--- src/design/lclb_pkg.sv ---
// shared types and constants of the cell binning unit
// no dependencies
`timescale 1ns / 1ps

package lclb_pkg;

  // field widths
  localparam int MOL_W   = 12;
  localparam int POS_W   = 24;
  localparam int CNT_W   = 5;
  localparam int LEN_W   = 24;
  localparam int CELL_W  = 12;
  localparam int OCC_W   = 13;

  // configuration port
  localparam int CFG_W     = 24;
  localparam int CFG_IDX_W = 3;
  localparam logic [CFG_IDX_W-1:0] REG_CELLS_X    = 3'd0;
  localparam logic [CFG_IDX_W-1:0] REG_CELLS_Y    = 3'd1;
  localparam logic [CFG_IDX_W-1:0] REG_CELLS_Z    = 3'd2;
  localparam logic [CFG_IDX_W-1:0] REG_CELL_LEN_X = 3'd3;
  localparam logic [CFG_IDX_W-1:0] REG_CELL_LEN_Y = 3'd4;
  localparam logic [CFG_IDX_W-1:0] REG_CELL_LEN_Z = 3'd5;

  // register reset values
  localparam logic [CNT_W-1:0] CELLS_RESET   = 5'd1;
  localparam logic [LEN_W-1:0] CELL_LEN_RESET = 24'd256;

  // head entry that marks an empty cell
  localparam logic [OCC_W-1:0] EMPTY = 13'd4096;

  // one quotient bit per divider step
  localparam int DIV_STEPS = POS_W;

  // parameter defaults
  localparam int DEF_MAX_CELLS_PER_AXIS = 16;
  localparam int DEF_MAX_MOLECULES      = 4096;

  // divider control
  typedef struct packed {
    logic load;
    logic step;
  } div_ctrl_t;

endpackage

--- src/design/lclb_div.sv ---
// radix-2 restoring divider, one quotient bit per step, for one axis
// depends on lclb_pkg; a zero divisor gives an all-ones quotient
`timescale 1ns / 1ps

module lclb_div (
  input  logic                       clk,
  input  lclb_pkg::div_ctrl_t        ctrl,
  input  logic [lclb_pkg::POS_W-1:0] dividend,
  input  logic [lclb_pkg::LEN_W-1:0] divisor,
  output logic [lclb_pkg::POS_W-1:0] quotient
);

  logic [lclb_pkg::LEN_W-1:0] rem;
  logic [lclb_pkg::POS_W-1:0] dvd;
  logic [lclb_pkg::LEN_W-1:0] dvsr;
  logic [lclb_pkg::POS_W-1:0] quo;
  logic [lclb_pkg::LEN_W:0]   rem_sh;
  logic [lclb_pkg::LEN_W+1:0] diff;
  logic                       qbit;

  // trial subtract of the divisor from the shifted remainder
  always_comb begin
    rem_sh = {rem, dvd[lclb_pkg::POS_W-1]};
    diff   = {1'b0, rem_sh} - {2'b00, dvsr};
    qbit   = ~diff[lclb_pkg::LEN_W+1];
  end

  // shift registers: dividend out, quotient in
  always_ff @(posedge clk) begin
    if (ctrl.load) begin
      rem  <= '0;
      dvd  <= dividend;
      dvsr <= divisor;
      quo  <= '0;
    end else if (ctrl.step) begin
      rem  <= qbit ? diff[lclb_pkg::LEN_W-1:0] : rem_sh[lclb_pkg::LEN_W-1:0];
      dvd  <= {dvd[lclb_pkg::POS_W-2:0], 1'b0};
      quo  <= {quo[lclb_pkg::POS_W-2:0], qbit};
    end
  end

  assign quotient = quo;

endmodule

--- config.mk ---
export PLATFORM = sky130hd
export DESIGN_NAME = lclb_div
export DESIGN_NICKNAME = d
export VERILOG_FILES = /design/src/design/lclb_pkg.sv /design/src/design/lclb_div.sv
export SDC_FILE = /design/constraint.sdc
export NUM_CORES = 1
export LEC_CHECK = 0
export BUFFER_PORTS_ARGS = -buffer_cell sky130_fd_sc_hd__buf_2
export CORE_MARGIN = 4
export CORE_UTILIZATION = 50
export DETAILED_ROUTE_END_ITERATION = 10
export PLACE_DENSITY = 0.71
export RECOVER_POWER = 50
export SLEW_MARGIN = 20
export SYNTH_ARGS = -nofsm -noshare
export SYNTH_HDL_FRONTEND = slang
export SYNTH_SLANG_ARGS = --single-unit
--- constraint.sdc ---
create_clock -name clk -period 3.2 [get_ports clk]
set_clock_uncertainty 0.1 [all_clocks]
set_input_delay 0.96 -clock clk [delete_from_list [all_inputs] [get_ports clk]]
set_output_delay 0.96 -clock clk [all_outputs]
set_load 0.05 [all_outputs]
Yosys cells after proc, flatten, opt, wreduce, memory -nomap -nowiden
Cells that the tools add are included.
{ "word_totals": {"reg_bits": 96, "latch_bits": 0, "mem_bits_rw": 0, "romBits": 0, "input_bits": 51, "out_inout_bits": 24, "wordCells": 10, "memories": 0} }
{ "classes": {"n_addsub": 1, "multipliers": 0, "n_div": 0, "magnitude_cmp": 0, "n_eq_ne": 0, "n_shift": 0, "n_mux": 3, "bitwise_logic": 1, "reduce_logical": 1} }
{ "ops": {"columns": ["operator", "count"], "rows": [
  ["$mux 24", 3],
  ["$sub 25x24->26", 1],
  ["$reduce_bool 2->1", 1],
  ["$not 1->1", 1]
]} }

Logic depth before layout (Yosys ltp)
{ "logic_depth": {"ltp_word": 2, "ltp_mapped": 12, "mapped_depth_nobuf": 10} }

Worst setup path before layout
Ideal clock, no wire load.
{ "synth_path": {"kind": "register -> register", "from": "register dvsr[1] (netlist bit)", "to": "register rem[10] (netlist bit)", "setup_time_ps": 142, "arrival_ps": 2197, "required_ps": 2958, "slack_ps": 761, "stages_incl_launch_ff": 12, "n_path_buf": 2, "synth_period_minus_slack_ps": 2439, "cell_sequence": "edfxtp_1 inv_1 ha_1 nor2b_1 o31a_1 o311ai_4 nand4_4 and3_1 buf_6 buf_6 o21ai_0 a311oi_1"} }
{ "synth_via": {"elab_chain_cells": 2} }
{ "synth_rtl": {"columns": ["item", "line_no", "rtl"], "rows": [
  ["start, declared", "lclb_div.sv:15", "logic [lclb_pkg::LEN_W-1:0] dvsr;"],
  ["start signal, assigned", "lclb_div.sv:33", "dvsr <= divisor;"],
  ["$sub 25x24->26", "lclb_div.sv:24", "diff = {1'b0, rem_sh} - {2'b00, dvsr};"],
  ["$mux 24", "lclb_div.sv:36", "rem <= qbit ? diff[lclb_pkg::LEN_W-1:0] : rem_sh[lclb_pkg::LEN_W-1:0];"],
  ["end signal, assigned", "lclb_div.sv:36", null],
  ["end, declared", "lclb_div.sv:13", "logic [lclb_pkg::LEN_W-1:0] rem;"]
]} }
Every way passes these cells.
A chain may end at the register's enable or synchronous reset.

Final worst setup path
{ "layout_path": {"from": "register dvsr[16] (netlist bit)", "to": "register rem[13] (netlist bit)"} }
Same word-level chain as after synthesis.

==> reports/metrics.yaml <==
worstSetupEndpointType: "flip-flop"
fmax_ghz: 0.340
die_x_um: 111
setup_viol: 0
cts_buffer_depth: 2
slew_headroom_pct: -4.21
place.gp.congestion: 0.885
first_iter_violations: 229
cellLeakagePower_nw: 2.47
hold_depth: 2
tightest_slew_ns: 1.56
fin_nets: 656
powerDensity_nw_per_um2: 451
path_class: "reg -> reg"
path_clk_slew_ns: 0.09
maxCapViolations: 1
vias: 4079
clock_latency_ns: 0.39
dpl_cell_area_um2: 5710
ioPinCount: 75
synth_cell_type_count: 63
min_period_over_period_pct: 92.0
drc: 0
fin_area_um2: 5870
reg2regPathDepth: 8
synth_xor_area_share_pct: 2.00
layout-drive-gt1-share_pct: 23.2
postLayoutCoreUtil_pct: 57.1
grt_max_degree: 99
synthAdderAreaFrac_pct: 6.09
numCtsBuffers: 9
wl_um: 11100
antenna_cells: 0
io_buffers: 74
cts.sinks: 96
crit_required_ns: 3.38
dp_hpwl_um: 7660
crit-reg2reg-launch: "dvsr[16]"
vias_per_cell: 5.66
dp_slack_ns: 0.327
synth_compound_area_share_pct: 17.4
synth-simple-area-share_pct: 14.0
slew_viol_final: 67
start_kind: "flip-flop"
hold_path_end: "quotient[23]"
hold_path.class: "reg -> reg"
synthMuxAreaShare_pct: 9.48
cts_hold_buf: 0
min_from: "quotient[23]"
outcome: "complete, but fails checks"
ctsResizeCount: 0
root_buffer: "clkbuf_8"
start_util_pct: 51.2
startpoint: "dvsr[16]"
yosysSeqAreaShare_pct: 45.6
ys_ff_latch: 96
failed_checks: "capacitance limit, slew limit"
synth.area.top_cells: "edfxtp_1 (27%), dfxtp_1 (18%), ha_1 (5.7%)"
grt_pass1_wl_um: 18900
hold_viol: 0
dieHeight_um: 111
async_flop_share_pct: 0
rows: 37
antenna_found_initial: 0
rrSetupSlack_ns: 0.26
synth_top_cell_area_share_pct: 27.4
grt_overflow_total: 0
rsz0062_at_grt: "no"
core_um2: 10300
post_cts_buffers: 0
netlist_area_um2: 5260
grt_usage_pct: 18.7
crit_arrival_ns: 3.13
routedWlPerCell_um: 15.4
ys_warn_count: 0
synth_nets: 593
cp_max_fo: 18
dieArea_um2: 12200
irDropWorstVdd_mv: 0.394
fill_cells: 942
finalCriticalPeriod_ns: 2.94
htreeDepth: 3
avgSynthCellArea_um2: 10.2
synth_top_area_cell: "edfxtp_1"
ant_nets: 0
synth_top_family_by_area: "compound AO/OA/AOI/OAI gates"
firstDrtPassIters: 5
syn_to_final_growth_pct: 11.6
total_power_w: 0.00265
setup_tns_ns: 0
timing.final.ws_setup_ns: 0.257
ys.flop_type: "edfxtp_1"
synth-edff-count: 48
final_cell_mix: "buf_2 (73), nor2_1 (57), edfxtp_1 (48), dfxtp_1 (48), inv_1 (33)"
netlist_instances: 517
grt_pass1_vias: 4013
reg2reg_to: "rem[13]"
layout_commonest_cell: "buf_2"
cts_tree: "yes"
## through the flow
| stage | hold WS (ns) | std cells |
|---|---|---|
| 2_1_floorplan | 0.354 | 517 |
| 3_3_place_gp | 0.372 | 705 |
| 3_5_place_dp | 0.386 | 705 |
| 4_1_cts | 0.409 | 721 |
| 5_1_grt | 0.431 | 721 |
| 6_report | 0.405 | 721 |
## cell families (layout without fill, tap and decap cells)
group / after synthesis / in the layout
fa+ha+maj: 25 / 25
flops: 96 / 96
mux: 47 / 47
simple gates: 149 / 149
xor+xnor: 12 / 12
compound gates: 127 / 127
buf+inv: 61 / 129
## flip-flops by register name, summed over array words and instances, names as in the netlist
name,count
quotient,24
dvsr,24
dvd,24
rem,24
## worst max path at each step
stage / slack, ns / to / cells after the start
after floorplan: 0.76 / rem[10] / 11
after global placement: 0.39 / rem[15] / 9
after detailed placement: 0.33 / rem[9] / 8
after CTS: 0.29 / rem[13] / 8
after global routing: 0.03 / rem[11] / 8
final: 0.26 / rem[13] / 8
## synthesized netlist by cell type, types with 2 or more instances
cell and number:
xor2_1 2, inv_1 33, nand3_1 25, and2_1 2
nor2_1 57, nor3b_1 4, nand4_1 3, nor2b_1 4
ha_1 24, o211ai_1 4, mux2_2 23, or2_2 3
clkbuf_2 2, nand2b_1 4, a311oi_1 18, xnor2_1 10
a211oi_2 3, a21oi_1 19, o21ai_0 29, a21oi_2 2
nor4_1 4, o21a_1 10, a21o_1 6, buf_4 3
edfxtp_1 48, buf_1 3, o31a_1 3, dfxtp_1 48
nand2_1 19, or3_1 5, o21ai_1 4, nor3_1 10
and3_1 2, a211o_1 3, clkbuf_1 13, buf_6 5
mux2i_1 24, a22oi_1 3, a31oi_1 6, a211oi_1 3
buf_2 2
## worst max-delay path: stages (launching register included)
cell      delay (ns)
edfxtp_1        0.34
inv_1           0.04
ha_1            0.41
a21oi_1         0.15
and2_4          0.18
a21oi_1         0.40
and3_1          0.68
o21ai_0         0.23
a311oi_1        0.31
## layout make-up
class	count	area, um2	share of cell area [%]
clock inverters	5	41.3	0.703
clock buffers	11	131	2.24
repair buffers	80	424	7.22
flip-flops and latches	96	2400	40.9
inverters	33	124	2.11
well taps	136	170	2.90
multi-input cells	360	2580	43.9
## routing by layer
| metal | share of wire, % | GRT usage (%) | up-vias |
|---|---|---|---|
| met1 | 45 | 23.7 | 1916 |
| met4 | 1.6 | 6.90 | 0 |
| li1 | - | - | 2030 |
| met2 | 46 | 29.5 | 117 |
| met3 | 7.5 | 6.41 | 16 |
| met5 | 0 | 0 | - |
## report_power, final
group          internal, W  total [W]  switching [W]
sequential         0.00137    0.00141      0.0000319
combinational     0.000223   0.000508       0.000286
clock             0.000290   0.000735       0.000445
No activity file was read; power rests on OpenSTA's default activity.
